File: config.mk
export PLATFORM = sky130hd
export DESIGN_NAME = selective_repeat_arq_sender
export DESIGN_NICKNAME = d
export VERILOG_FILES = /design/src/design/srq_pkg.sv /design/src/design/srq_mod_unit.sv /design/src/design/srq_ram.sv /design/src/design/selective_repeat_arq_sender.sv
export SDC_FILE = /design/constraint.sdc
export NUM_CORES = 2
export LEC_CHECK = 0
export BUFFER_PORTS_ARGS = -buffer_cell sky130_fd_sc_hd__buf_2
export CORE_MARGIN = 5
export CORE_UTILIZATION = 40
export DETAILED_ROUTE_END_ITERATION = 16
export GPL_TIMING_DRIVEN = 0
export PLACE_DENSITY = 0.52
export SYNTH_ARGS = -nofsm -noshare
export SYNTH_HDL_FRONTEND = slang
export SYNTH_SLANG_ARGS = --single-unit
File: constraint.sdc
create_clock -name clk -period 14.3 [get_ports clk]
set_input_delay 1.43 -clock clk [delete_from_list [all_inputs] [get_ports clk]]
set_output_delay 1.43 -clock clk [all_outputs]
set_load 0.01 [all_outputs]
File: src/design/srq_pkg.sv
// Shared types and constants for the selective-repeat ARQ sender.
package srq_pkg;

  localparam int unsigned BackoffCapMs = 16000;

  typedef enum logic [1:0] {
    OP_SEND = 2'd0,
    OP_ACK  = 2'd1,
    OP_NACK = 2'd2,
    OP_TICK = 2'd3
  } op_t;

  typedef enum logic [1:0] {
    ST_OK        = 2'd0,
    ST_TOO_LONG  = 2'd1,
    ST_OUT_OF_WIN = 2'd2,
    ST_EXHAUSTED = 2'd3
  } status_t;

  typedef enum logic [1:0] {
    CFG_WIN_SIZE     = 2'd0,
    CFG_BASE_TIMEOUT = 2'd1,
    CFG_OWNED_STRIDE = 2'd2,
    CFG_OWNED_OFFSET = 2'd3
  } cfg_idx_t;

  typedef struct packed {
    logic [1:0]  operation;
    logic [15:0] seq_num;
    logic [11:0] frag_length;
    logic [31:0] current_time;
    logic [7:0]  send_budget;
    logic        link_refuses;
  } in_item_t;

  typedef struct packed {
    logic        kind;
    logic [15:0] tx_seq;
    logic [1:0]  status;
    logic [7:0]  retx_issued;
    logic [15:0] window_used;
    logic        window_full;
    logic        sender_failed;
    logic        last;
  } out_item_t;

  // Request to the shared modulo unit and its answer.
  typedef struct packed {
    logic        go;
    logic [15:0] dividend;
    logic [7:0]  divisor;
  } mod_req_t;

  typedef struct packed {
    logic        done;
    logic [7:0]  rem;
  } mod_rsp_t;

endpackage

File: src/design/srq_mod_unit.sv
// Bit-serial remainder unit: dividend mod divisor, one quotient bit per cycle.
module srq_mod_unit (
  input  logic              clk,
  input  logic              rst,
  input  srq_pkg::mod_req_t req,
  output srq_pkg::mod_rsp_t rsp
);

  logic [15:0] dvd;
  logic [8:0]  rem;
  logic [7:0]  dvs;
  logic [4:0]  cnt;
  logic        busy;
  logic        done;
  logic [8:0]  shifted;

  // Shift in the next dividend bit and subtract when it fits
  assign shifted = {rem[7:0], dvd[15]};

  always_ff @(posedge clk) begin
    if (rst) begin
      busy <= 1'b0;
      done <= 1'b0;
      cnt  <= '0;
    end else begin
      done <= 1'b0;
      if (req.go) begin
        busy <= 1'b1;
        cnt  <= 5'd16;
        dvd  <= req.dividend;
        dvs  <= req.divisor;
        rem  <= '0;
      end else if (busy) begin
        dvd <= {dvd[14:0], 1'b0};
        rem <= (shifted >= {1'b0, dvs}) ? shifted - {1'b0, dvs} : shifted;
        cnt <= cnt - 5'd1;
        if (cnt == 5'd1) begin
          busy <= 1'b0;
          done <= 1'b1;
        end
      end
    end
  end

  assign rsp.done = done;
  assign rsp.rem  = rem[7:0];

endmodule

File: src/design/srq_ram.sv
// Generic single-port RAM with registered read.
module srq_ram #(
  parameter int Width = 32,
  parameter int Depth = 32
) (
  input  logic                     clk,
  input  logic                     we,
  input  logic [$clog2(Depth)-1:0] addr,
  input  logic [Width-1:0]         wdata,
  output logic [Width-1:0]         rdata
);

  logic [Width-1:0] mem [Depth];

  always_ff @(posedge clk) begin
    if (we) begin
      mem[addr] <= wdata;
    end
    rdata <= mem[addr];
  end

endmodule

File: src/design/selective_repeat_arq_sender.sv
// Selective-repeat ARQ sender: sequencer, slot state and shared modulo unit.
// A remainder (owner test or slot index) holds its state until the modulo unit is done.
// A tick walks at most WindowSlots slots; an ack walks each sequence that the base
// passes. One item at a time; busy is high until the done report; the receiver
// cannot stall. Sync reset restores the configuration defaults and clears the window,
// the slot flags and the failure flag.
module selective_repeat_arq_sender #(
  parameter int WindowSlots      = 32,
  parameter int RetryLimit       = 5,
  parameter int MaxFragmentBytes = 250
) (
  input  logic                  clk,
  input  logic                  rst,
  input  logic                  start,
  input  srq_pkg::in_item_t     in_item,
  output logic                  busy,
  output logic                  strobe,
  output srq_pkg::out_item_t    result,
  input  logic                  cfg_we,
  input  logic [1:0]            cfg_index,
  input  logic [13:0]           cfg_data
);

  localparam int SlotW = (WindowSlots > 1) ? $clog2(WindowSlots) : 1;

  typedef enum logic [7:0] {
    S_IDLE  = 8'b00000001,
    S_OWN   = 8'b00000010,
    S_SLOT  = 8'b00000100,
    S_READ  = 8'b00001000,
    S_EVAL  = 8'b00010000,
    S_WRITE = 8'b00100000,
    S_NEXT  = 8'b01000000,
    S_DONE  = 8'b10000000
  } state_t;

  state_t state;

  // Configuration
  logic [5:0]  win_size;
  logic [13:0] base_timeout;
  logic [7:0]  owned_stride;
  logic [7:0]  owned_offset;

  // Core state
  logic [15:0] base_seq, next_seq;
  logic        failed;
  logic [WindowSlots-1:0] vld, sent, acked;

  // Item in flight
  srq_pkg::in_item_t item;
  logic [15:0] cur;
  logic [8:0]  steps;
  logic [8:0]  step_i;
  logic [7:0]  retx;
  logic        owned;
  logic [SlotW-1:0] slot;
  logic [1:0]  stat;

  // Effective window
  logic [8:0] eff_win;
  always_comb begin
    if (win_size == 6'd0) begin
      eff_win = 9'd1;
    end else if ({3'd0, win_size} > 9'(WindowSlots)) begin
      eff_win = 9'(WindowSlots);
    end else begin
      eff_win = {3'd0, win_size};
    end
  end

  logic [15:0] used;
  assign used = next_seq - base_seq;

  // Next sequence and occupancy after a send
  logic [15:0] send_next;
  logic [15:0] send_used;
  assign send_next = ((item.seq_num - next_seq) < 16'h8000) ? item.seq_num + 16'd1 : next_seq;
  assign send_used = send_next - base_seq;

  // Shared remainder unit
  srq_pkg::mod_req_t mreq;
  srq_pkg::mod_rsp_t mrsp;
  srq_mod_unit u_mod (.clk(clk), .rst(rst), .req(mreq), .rsp(mrsp));

  // Retry and time RAM
  logic             ram_we;
  logic [34:0]      ram_wdata, ram_rdata;
  logic [2:0]       rd_retries;
  logic [31:0]      rd_time;
  srq_ram #(.Width(35), .Depth(WindowSlots)) u_ram (
    .clk(clk), .we(ram_we), .addr(slot), .wdata(ram_wdata), .rdata(ram_rdata)
  );
  assign rd_retries = vld[slot] ? ram_rdata[34:32] : 3'd0;
  assign rd_time    = vld[slot] ? ram_rdata[31:0] : 32'd0;

  // Backoff: timeout shifted by retries, saturated
  logic [20:0] backoff_raw;
  logic [31:0] backoff;
  logic [31:0] age;
  logic        timed_out;
  assign backoff_raw = {7'd0, base_timeout} << rd_retries;
  assign backoff = (backoff_raw > 21'(srq_pkg::BackoffCapMs)) ?
                   32'(srq_pkg::BackoffCapMs) : {11'd0, backoff_raw};
  assign age = item.current_time - rd_time;
  assign timed_out = age >= backoff;

  logic [1:0] op;
  assign op = item.operation;

  logic mod_started;
  logic owned_cfg;
  assign owned_cfg = (owned_stride <= 8'd1);

  // Launch a remainder in the first cycle of an arithmetic state
  logic launch;
  assign launch = ((state == S_OWN && !owned_cfg) || (state == S_SLOT && owned)) &&
                  !mod_started;

  always_comb begin
    mreq.go       = launch;
    mreq.dividend = cur;
    mreq.divisor  = (state == S_SLOT) ? eff_win[7:0] : owned_stride;
  end

  always_ff @(posedge clk) begin
    if (rst) begin
      state        <= S_IDLE;
      win_size     <= 6'd32;
      base_timeout <= 14'd2000;
      owned_stride <= 8'd1;
      owned_offset <= 8'd0;
      base_seq     <= '0;
      next_seq     <= '0;
      failed       <= 1'b0;
      vld          <= '0;
      sent         <= '0;
      acked        <= '0;
      strobe       <= 1'b0;
      mod_started  <= 1'b0;
      ram_we       <= 1'b0;
    end else begin
      strobe <= 1'b0;
      ram_we <= 1'b0;
      if (cfg_we) begin
        case (cfg_index)
          srq_pkg::CFG_WIN_SIZE:     win_size     <= cfg_data[5:0];
          srq_pkg::CFG_BASE_TIMEOUT: base_timeout <= cfg_data[13:0];
          srq_pkg::CFG_OWNED_STRIDE: owned_stride <= cfg_data[7:0];
          srq_pkg::CFG_OWNED_OFFSET: owned_offset <= cfg_data[7:0];
          default: ;
        endcase
      end
      case (state)
        S_IDLE: begin
          if (start) begin
            item   <= in_item;
            retx   <= '0;
            stat   <= srq_pkg::ST_OK;
            step_i <= '0;
            cur    <= (in_item.operation == srq_pkg::OP_TICK) ? base_seq : in_item.seq_num;
            owned  <= 1'b1;
            mod_started <= 1'b0;
            steps  <= (used > {7'd0, eff_win}) ? eff_win : used[8:0];
            if (in_item.operation == srq_pkg::OP_SEND &&
                in_item.frag_length > 12'(MaxFragmentBytes)) begin
              stat  <= srq_pkg::ST_TOO_LONG;
              state <= S_DONE;
            end else if ((in_item.operation == srq_pkg::OP_ACK ||
                          in_item.operation == srq_pkg::OP_NACK) &&
                         !((in_item.seq_num - base_seq) < used)) begin
              stat  <= srq_pkg::ST_OUT_OF_WIN;
              state <= S_DONE;
            end else if (in_item.operation == srq_pkg::OP_TICK && used == 16'd0) begin
              state <= S_DONE;
            end else if (in_item.operation == srq_pkg::OP_TICK) begin
              state <= S_OWN;
            end else begin
              state <= S_SLOT;
            end
          end
        end
        // Ownership test of cur, through the remainder unit when the stride is above 1
        S_OWN: begin
          if (owned_cfg) begin
            owned <= 1'b1;
            mod_started <= 1'b0;
            state <= S_SLOT;
          end else if (!mod_started) begin
            mod_started <= 1'b1;
          end else if (mrsp.done) begin
            owned <= (mrsp.rem == owned_offset);
            mod_started <= 1'b0;
            state <= S_SLOT;
          end
        end
        // Slot index of cur
        S_SLOT: begin
          if (!owned) begin
            state <= S_NEXT;
          end else if (!mod_started) begin
            mod_started <= 1'b1;
          end else if (mrsp.done) begin
            slot <= SlotW'(mrsp.rem);
            mod_started <= 1'b0;
            state <= S_READ;
          end
        end
        S_READ: state <= S_EVAL;
        S_EVAL: begin
          state <= S_NEXT;
          case (op)
            srq_pkg::OP_SEND: begin
              sent[slot]  <= 1'b1;
              acked[slot] <= 1'b0;
              vld[slot]   <= 1'b1;
              ram_wdata   <= {3'd0, item.current_time};
              ram_we      <= 1'b1;
              next_seq    <= send_next;
              strobe <= 1'b1;
              result <= '{kind: 1'b0, tx_seq: item.seq_num, status: 2'd0, retx_issued: 8'd0,
                          window_used: send_used,
                          window_full: ({1'b0, send_used} >= {8'd0, eff_win}),
                          sender_failed: failed, last: 1'b0};
              state <= S_WRITE;
            end
            srq_pkg::OP_ACK: begin
              if (step_i == 9'd0) begin
                acked[slot] <= 1'b1;
                step_i <= 9'd1;
                cur <= base_seq;
                state <= (base_seq == next_seq) ? S_DONE : S_OWN;
              end else if (!acked[slot]) begin
                state <= S_DONE;
              end else begin
                sent[slot] <= 1'b0;
                state <= S_NEXT;
              end
            end
            srq_pkg::OP_NACK: begin
              if (rd_retries >= 3'(RetryLimit)) begin
                stat  <= srq_pkg::ST_EXHAUSTED;
                state <= S_DONE;
              end else begin
                vld[slot] <= 1'b1;
                ram_wdata <= {rd_retries + 3'd1, item.current_time};
                ram_we    <= 1'b1;
                strobe <= 1'b1;
                result <= '{kind: 1'b0, tx_seq: item.seq_num, status: 2'd0, retx_issued: 8'd0,
                            window_used: used, window_full: ({1'b0, used} >= {8'd0, eff_win}),
                            sender_failed: failed, last: 1'b0};
                state <= S_WRITE;
              end
            end
            default: begin
              if (sent[slot] && !acked[slot] && timed_out) begin
                if (rd_retries >= 3'(RetryLimit)) begin
                  failed <= 1'b1;
                end else if (retx >= item.send_budget || item.link_refuses) begin
                  state <= S_DONE;
                end else begin
                  vld[slot] <= 1'b1;
                  ram_wdata <= {rd_retries + 3'd1, item.current_time};
                  ram_we    <= 1'b1;
                  retx   <= retx + 8'd1;
                  strobe <= 1'b1;
                  result <= '{kind: 1'b0, tx_seq: cur, status: 2'd0, retx_issued: 8'd0,
                              window_used: used,
                              window_full: ({1'b0, used} >= {8'd0, eff_win}),
                              sender_failed: failed, last: 1'b0};
                end
              end
            end
          endcase
        end
        S_WRITE: state <= S_DONE;
        // Advance the walk: ack moves base, tick moves the cursor
        S_NEXT: begin
          if (op == srq_pkg::OP_ACK) begin
            if (base_seq + 16'd1 == next_seq) begin
              base_seq <= base_seq + 16'd1;
              state <= S_DONE;
            end else begin
              base_seq <= base_seq + 16'd1;
              cur <= base_seq + 16'd1;
              state <= S_OWN;
            end
          end else if (op == srq_pkg::OP_TICK && step_i + 9'd1 < steps) begin
            step_i <= step_i + 9'd1;
            cur <= cur + 16'd1;
            state <= S_OWN;
          end else begin
            state <= S_DONE;
          end
        end
        S_DONE: begin
          strobe <= 1'b1;
          result <= '{kind: 1'b1,
                      tx_seq: (op == srq_pkg::OP_TICK) ? 16'd0 : item.seq_num,
                      status: stat,
                      retx_issued: (op == srq_pkg::OP_TICK) ? retx : 8'd0,
                      window_used: used,
                      window_full: ({1'b0, used} >= {8'd0, eff_win}),
                      sender_failed: failed, last: 1'b1};
          state <= S_IDLE;
        end
        default: state <= S_IDLE;
      endcase
    end
  end

  assign busy = (state != S_IDLE);

`ifndef SYNTHESIS
  a_strobe_one: assert property (@(posedge clk) disable iff (rst)
    strobe && result.last |-> !busy) else $error("done report not at end");
  a_kind_last: assert property (@(posedge clk) disable iff (rst)
    strobe |-> (result.kind == result.last)) else $error("kind/last mismatch");
  a_no_start_busy: assert property (@(posedge clk) disable iff (rst)
    (state != S_IDLE) |-> busy) else $error("busy low while working");
`endif

endmodule

# Word-level counts from Yosys, hierarchy flattened
# Memory sizes are Yosys's and may differ from the RTL's. A register that Yosys moved wholly into a read port is not among the register bits.
# Index checks and enable logic that the tools add are counted.
[classes]
shift = 1
order_cmp = 16
reduce_logical = 58
n_eq_ne = 51
bitwise = 11
add_sub_neg = 13
mux = 117
[ops]
columns = ["operator", "n"]
rows = [
  ["$mux W32", 8],
  ["$mux W8", 29],
  ["$mux W46", 4],
  ["$mux W16", 11],
  ["$mux W35", 4],
  ["$pmux W46 S3", 1],
  ["$pmux W32 S2", 2],
  ["$pmux W35 S3", 1],
  ["$or A32 B32 Y32", 3],
  ["$pmux W32 S3", 1],
  ["$pmux W46 S2", 1],
  ["$and A32 B32 Y32", 2],
  ["$sub A16 B16 Y16", 4],
  ["$pmux W8 S7", 1],
  ["$mux W9", 6],
  ["$add A16 B1 Y16 const B", 3],
  ["$pmux W16 S3", 1],
  ["$reduce_and A7 Y1", 5],
  ["$ne A2 B2 Y1 const B", 17],
  ["$eq A16 B16 Y1", 2],
  ["$ge A16 B9 Y1", 2],
  ["$ge A32 B21 Y1", 1],
  ["$not A32 Y32", 1],
  ["$sub A32 B32 Y32", 1],
  ["67 further kinds", 156],
]
[word_totals]
word_cells = 310
memories = 1
ramBits = 1120
output_inout_bits = 48
register_bits = 405
inputBits = 91
[mem_list]
columns = ["name", "words", "width", "read_ports", "rd_ports_with_merged_regs", "wr", "line_no", "rtl"]
rows = [
  ["u_ram.mem", 32, 35, 1, 1, 1, "srq_ram.sv:13", "logic [Width-1:0] mem [Depth];"],
]

# Depth between registers and ports, before layout
[depth]
ltp_word = 11
mapped_depth = 34
mapped_depth_nobuf = 27

# Hierarchy
# A second synthesis with hierarchy kept.
[hier_totals]
cells_unflattened = 4918
area_unflattened_um2 = 68217.9
[modules_own_cells]
columns = ["mod", "area_each_um2", "cells_each", "seq_area_each_um2", "n_inst"]
rows = [
  ["srq_ram", 43322.8, 2292, 34332.9, 1],
  ["selective_repeat_arq_sender", 22825.6, 2461, 9198.8, 1],
  ["srq_mod_unit", 2069.5, 165, 1101.1, 1],
]

# Worst setup path after synthesis
# Ideal clock, no wire load.
[synth_timing]
path_type = "register to register"
start = "register slot[2]"
end = "register result[10] (netlist bit) (enable)"
t_required_ps = 13779
n_path_buf = 3
path_stages_with_launch = 28
path_slack_ps = 4706
setup_time_ps = 521
arrival_ps = 9073
synth_period_minus_slack_ps = 9594
path_cell_list = "edfxtp_1 > or3b_2 > o221ai_1 > o21ai_0 > nand4_1 > buf_2 > clkbuf_1 > buf_1 > nand2_1 > ha_1 > a21o_1 > or3_1 > or2_2 > a21o_1 > a21o_1 > a21oi_1 > xnor2_1 > ha_1 > nand2_1 > o21ai_0 > a211oi_1 > or3_1 > a2111oi_0 > nor4_1 > o2111ai_1 > or4b_4 > o21ai_4 > a221oi_1"
[synth_between]
elab_chain_len = 10
word_cells_on_any_way = 21
classes_between = "add/sub: 1; order compare: 3; eq/ne: 3; shift: 1; mux: 9; reduce/logical: 4"
[synth_lines]
columns = ["element", "line_no", "rtl"]
rows = [
  ["start: declaration", "selective_repeat_arq_sender.sv:57", "logic [SlotW-1:0] slot;"],
  ["start signal: assignment", "selective_repeat_arq_sender.sv:204", "slot <= SlotW'(mrsp.rem);"],
  ["$bmux W1 S5", "selective_repeat_arq_sender.sv:94, selective_repeat_arq_sender.sv:95", ""],
  ["$mux W1 (implied by the code)", "selective_repeat_arq_sender.sv:94, selective_repeat_arq_sender.sv:95", ""],
  ["$mux W3", "selective_repeat_arq_sender.sv:94", "assign rd_retries = vld[slot] ? ram_rdata[34:32] : 3'd0;"],
  ["$shl A14 B3 Y21", "selective_repeat_arq_sender.sv:102", "assign backoff_raw = {7'd0, base_timeout} << rd_retries;"],
  ["$gt A21 B14 Y1", "selective_repeat_arq_sender.sv:103", "assign backoff = (backoff_raw > 21'(srq_pkg::BackoffCapMs)) ?"],
  ["$mux W21", "selective_repeat_arq_sender.sv:103", ""],
  ["$ge A32 B21 Y1", "selective_repeat_arq_sender.sv:106", "assign timed_out = age >= backoff;"],
  ["$logic_and A1 B1 Y1", "selective_repeat_arq_sender.sv:256", "if (sent[slot] && !acked[slot] && timed_out) begin"],
  ["$ne A4 B4 Y1 (no source line)", "--", ""],
  ["$reduce_and A7 Y1 (no source line) *", "--", ""],
  ["end signal: assignment", "selective_repeat_arq_sender.sv:249", "result <= '{kind: 1'b0, tx_seq: item.seq_num, status: 2'd0, retx_issued: 8'd0,"],
  ["end signal: assignment", "selective_repeat_arq_sender.sv:267", "result <= '{kind: 1'b0, tx_seq: cur, status: 2'd0, retx_issued: 8'd0,"],
  ["end signal: assignment", "selective_repeat_arq_sender.sv:298", "result <= '{kind: 1'b1,"],
  ["end: declaration", "selective_repeat_arq_sender.sv:18", "output srq_pkg::out_item_t result,"],
]
# Every way passes the cells marked *; elsewhere a longest branch is shown, timed or not. The select of a mux whose other input is x is not followed.
# A chain may end at the register's enable or synchronous reset.

# Worst setup path after layout
[layout_timing]
start = "register slot[3]"
end = "register ram_wdata[21] (enable)"
[layout_between]
elab_chain_len = 10
word_cells_on_any_way = 21
classes_between = "add/sub: 1; order compare: 3; eq/ne: 2; shift: 1; mux: 9; reduce/logical: 5"
[layout_lines]
columns = ["element", "line_no", "rtl"]
rows = [
  ["$bmux W1 S5", "selective_repeat_arq_sender.sv:94, selective_repeat_arq_sender.sv:95", ""],
  ["$mux W1 (implied by the code)", "selective_repeat_arq_sender.sv:94, selective_repeat_arq_sender.sv:95", ""],
  ["$mux W3", "selective_repeat_arq_sender.sv:94", ""],
  ["$shl A14 B3 Y21", "selective_repeat_arq_sender.sv:102", ""],
  ["$gt A21 B14 Y1", "selective_repeat_arq_sender.sv:103", ""],
  ["$mux W21", "selective_repeat_arq_sender.sv:103", ""],
  ["$ge A32 B21 Y1", "selective_repeat_arq_sender.sv:106", ""],
  ["$logic_and A1 B1 Y1", "selective_repeat_arq_sender.sv:256", ""],
  ["$ne A3 B2 Y1 (no source line) or $reduce_bool A3 Y1 (tied branches)", "--", ""],
  ["$reduce_and A7 Y1 (no source line) *", "--", ""],
  ["end signal: assignment", "selective_repeat_arq_sender.sv:217", "ram_wdata <= {3'd0, item.current_time};"],
  ["end signal: assignment", "selective_repeat_arq_sender.sv:246", "ram_wdata <= {rd_retries + 3'd1, item.current_time};"],
  ["end signal: assignment", "selective_repeat_arq_sender.sv:263", "ram_wdata <= {rd_retries + 3'd1, item.current_time};"],
  ["end: declaration", "selective_repeat_arq_sender.sv:88", "logic [34:0] ram_wdata, ram_rdata;"],
]
# Marks and branches as above.

==> results.txt <==
status - finished clean
Synth area leaders - edfxtp_1 60%, mux4_2 9.9%, dfxtp_1 6.5%, ha_1 3.2%, mux2i_1 1.7%
Avg Cell Area, Syn - 15.3 sq um
initial antenna violation count - 7
CP arrival - 11.63 ns
Crit. Startpoint - slot[3]
hold path depth - 0
RR Startpoint - slot[3]
Yosys top cell by area - edfxtp_1
Slowest Stage Delay on Critical Path - 0.80 ns
vias in the first global route - 40,700
WL per Instance - 29.5 um
Hold Crit Class - reg2reg
max_cap viols - 0
nets - 5,066
Register-to-Register Path Depth - 34
total wire length - 211,000 um
Die Span Y - 420 um
startpoint types - register
final hold slack - 0.438 ns
most frequent cells in the layout - 1,341 x edfxtp_1, 297 x mux4_2, 284 x nand2_1
Post-synth EDFFs - 1,341
placer's final routability congestion estimate - 0.883
Synth Instances - 4,417
Starting DRT DRC Count - 4,056
dpl cells - 6,832
clk sinks - 1,559
largest net degree at the start of global routing - 39
CTS tree - built
worst r2r dst - ram_wdata[21]
non-filler instance count after layout - 7,148
Async SR Flop Fraction - 0
synth warn - 0
final setup vio count - 0
share of post-route cells with drive strength above 1 - 0.175
Tot GR Track Use - 0.236
die area - 177,000 sq um
CTS root buf - clkbuf_16
first-pass GRT wire length - 298,000 um
final setup margin - 3.19 ns
H-Tree Depth - 4
final hold violations - 0
sequential fraction of the synthesis area - 0.662
Slew Viols, Final - 0
hold path startpoint - failed
reg2reg setup slack - 3.19 ns
Crit path top cell by count - a21o_1
unrepaired setup endpoints after global routing - false
Max transition margin - 0.0786
min Tclk post-route - 11.11 ns
Worst path slowest cell - clkbuf_1
Setup crit end kind - register
grt ovf - 0
Routed Antenna Nets - 0
worst hold endpoint - result[1]
vias per cell - 5.76
Post-synth top flop - edfxtp_1
Layout area overhead - 16.1%
Lkg Pwr - 25.9 nW
Crit Path Max Fanout - 26
PortBufs - 138
area of the mapped netlist - 67,400 sq um
commonest non-fill, non-tap cell in the layout - edfxtp_1
pwr dens - 132 nW/um^2
Worst-path clk slew - 0.06 ns
top cell type's share of synthesized area - 0.598
Max Clk Rate - 90.0 MHz
Worst Skew - 0.0336 ns
period utilization - 0.777
Initial Util - 0.403
post-place setup slack - 3.36 ns
Core Area - 167,000 sq um
DRC viols - 0
drt pass-1 iters - 5
setup TNS after final layout - 0 ns
vias - 41,200
die width - 420 um
hpwl dp - 148,000 um
Core Util, Final - 0.467
FILL cells - 14,600
post-cts resize count - 0
row count - 150
# hold bufs at CTS - 0
Setup Buffers After CTS - 0
clk buf depth - 3
Max VDD drop - 0.117 mV
post-synthesis register bit count - 1,559
Setup CP Type - reg2reg
Worst Tran Pin Value - 1.38 ns
clk_lat worst skew - 0.81 ns
Critical Path RT - 14.82 ns
total CTS buffers - 168
num ports - 139
Unique masters post-synth - 93
-- kinds of logic after synthesis --
| family | Yosys count | share of synthesized area |
|---|---|---|
| flip-flops | 1559 | 0.662 |
| AND/OR/NAND/NOR | 966 | 0.0686 |
| AO/OA/AOI/OAI | 781 | 0.0763 |
| multiplexers | 435 | 0.120 |
| buffers and inverters | 355 | 0.0203 |
| adder cells (fa/ha/maj) | 178 | 0.0336 |
| XOR/XNOR | 141 | 0.0185 |
| other | 2 | 0.000111 |
-- critical path: cells and delay by family, from the launching register on --
| family | cells | cell delay, ns |
|---|---|---|
| AND/OR/NAND/NOR | 8 | 3.13 |
| buffers and inverters | 8 | 2.96 |
| flip-flops | 1 | 0.54 |
| AO/OA/AOI/OAI | 15 | 3.32 |
| adder cells (fa/ha/maj) | 2 | 0.62 |
| XOR/XNOR | 1 | 0.15 |
-- area by class of cell --
cell class,instances,area (sq um),area share
Antenna cell,2,5.00,0.0000640
Buffer,208,820,0.0105
Clock buffer,224,4670,0.0597
Clock inverter,90,1000,0.0128
Inverter,147,552,0.00705
Multi-Input combinational cell,2511,21700,0.277
Sequential cell,1559,44600,0.571
Tap cell,2204,2760,0.0353
Timing Repair Buffer,203,2080,0.0266
-- how the worst max path moves through the flow --
| stage | cells after the start | end |
|---|---|---|
| after floorplan | 27 | result[10] |
| after global placement | 27 | result[11] |
| after detailed placement | 34 | ram_wdata[21] |
| after CTS | 34 | ram_wdata[8] |
| after global routing | 34 | ram_wdata[21] |
| final | 34 | ram_wdata[21] |
-- cell usage after synthesis, drive strengths merged, types with 9 or more instances --
cell,n
edfxtp,1341
mux4,297
nand2,284
nor2,278
dfxtp,218
a21oi,182
ha,172
o21ai,159
clkbuf,150
inv,146
mux2i,116
xnor2,90
a22oi,89
o22ai,71
buf,58
nand3,54
a211oi,53
a21o,52
or3,50
xor2,50
nor3,48
nand4,45
and2,31
nor2b,31
and3,27
nand2b,25
a22o,24
mux2,22
or2,20
nand3b,17
nor4,17
a221oi,16
o21a,15
o211ai,11
o21bai,10
a31oi,9
-- power breakdown --
part | internal [mW] | total, mW | leakage, nW | switching (mW)
registers | 4.98 | 5.06 | 13.9 | 0.0840
logic | 0.289 | 0.769 | 9.27 | 0.481
clock network | 2.60 | 4.46 | 2.76 | 1.86
-- per-stage QoR --
| step | power (mW) | area [sq um] |
|---|---|---|
| floorplan | 5.64 | 67400 |
| global placement | 5.92 | 70900 |
| detailed placement | 5.92 | 72500 |
| CTS | 10.4 | 78200 |
| global route | 10.7 | 78200 |
| finish | 10.3 | 78200 |
-- metal layers --
metal | vias up | global-route usage | routed length [um] | share of wire
li1 | 18100 | - | - | -
met4 | 4 | 0.0623 | 5620 | 0.027
met3 | 310 | 0.0450 | 14000 | 0.066
met5 | - | 0 | 21 | 0.00010
met1 | 21300 | 0.311 | 87300 | 0.41
met2 | 1465 | 0.403 | 104000 | 0.49
-- flip-flops by register name, indices dropped and copies added (netlist names), 9 cells and up, named ones only --
| name | flops |
|---|---|
| u_mod.dvd | 16 |
| step_i | 9 |
| vld | 32 |
| steps | 9 |
| u_ram.rdata | 35 |
| base_timeout | 14 |
| ram_wdata | 35 |
| item | 57 |
| result | 45 |
| next_seq | 16 |
| cur | 16 |
| base_seq | 16 |
| u_ram.mem | 1120 |
Power figures use the tool's default switching activity.
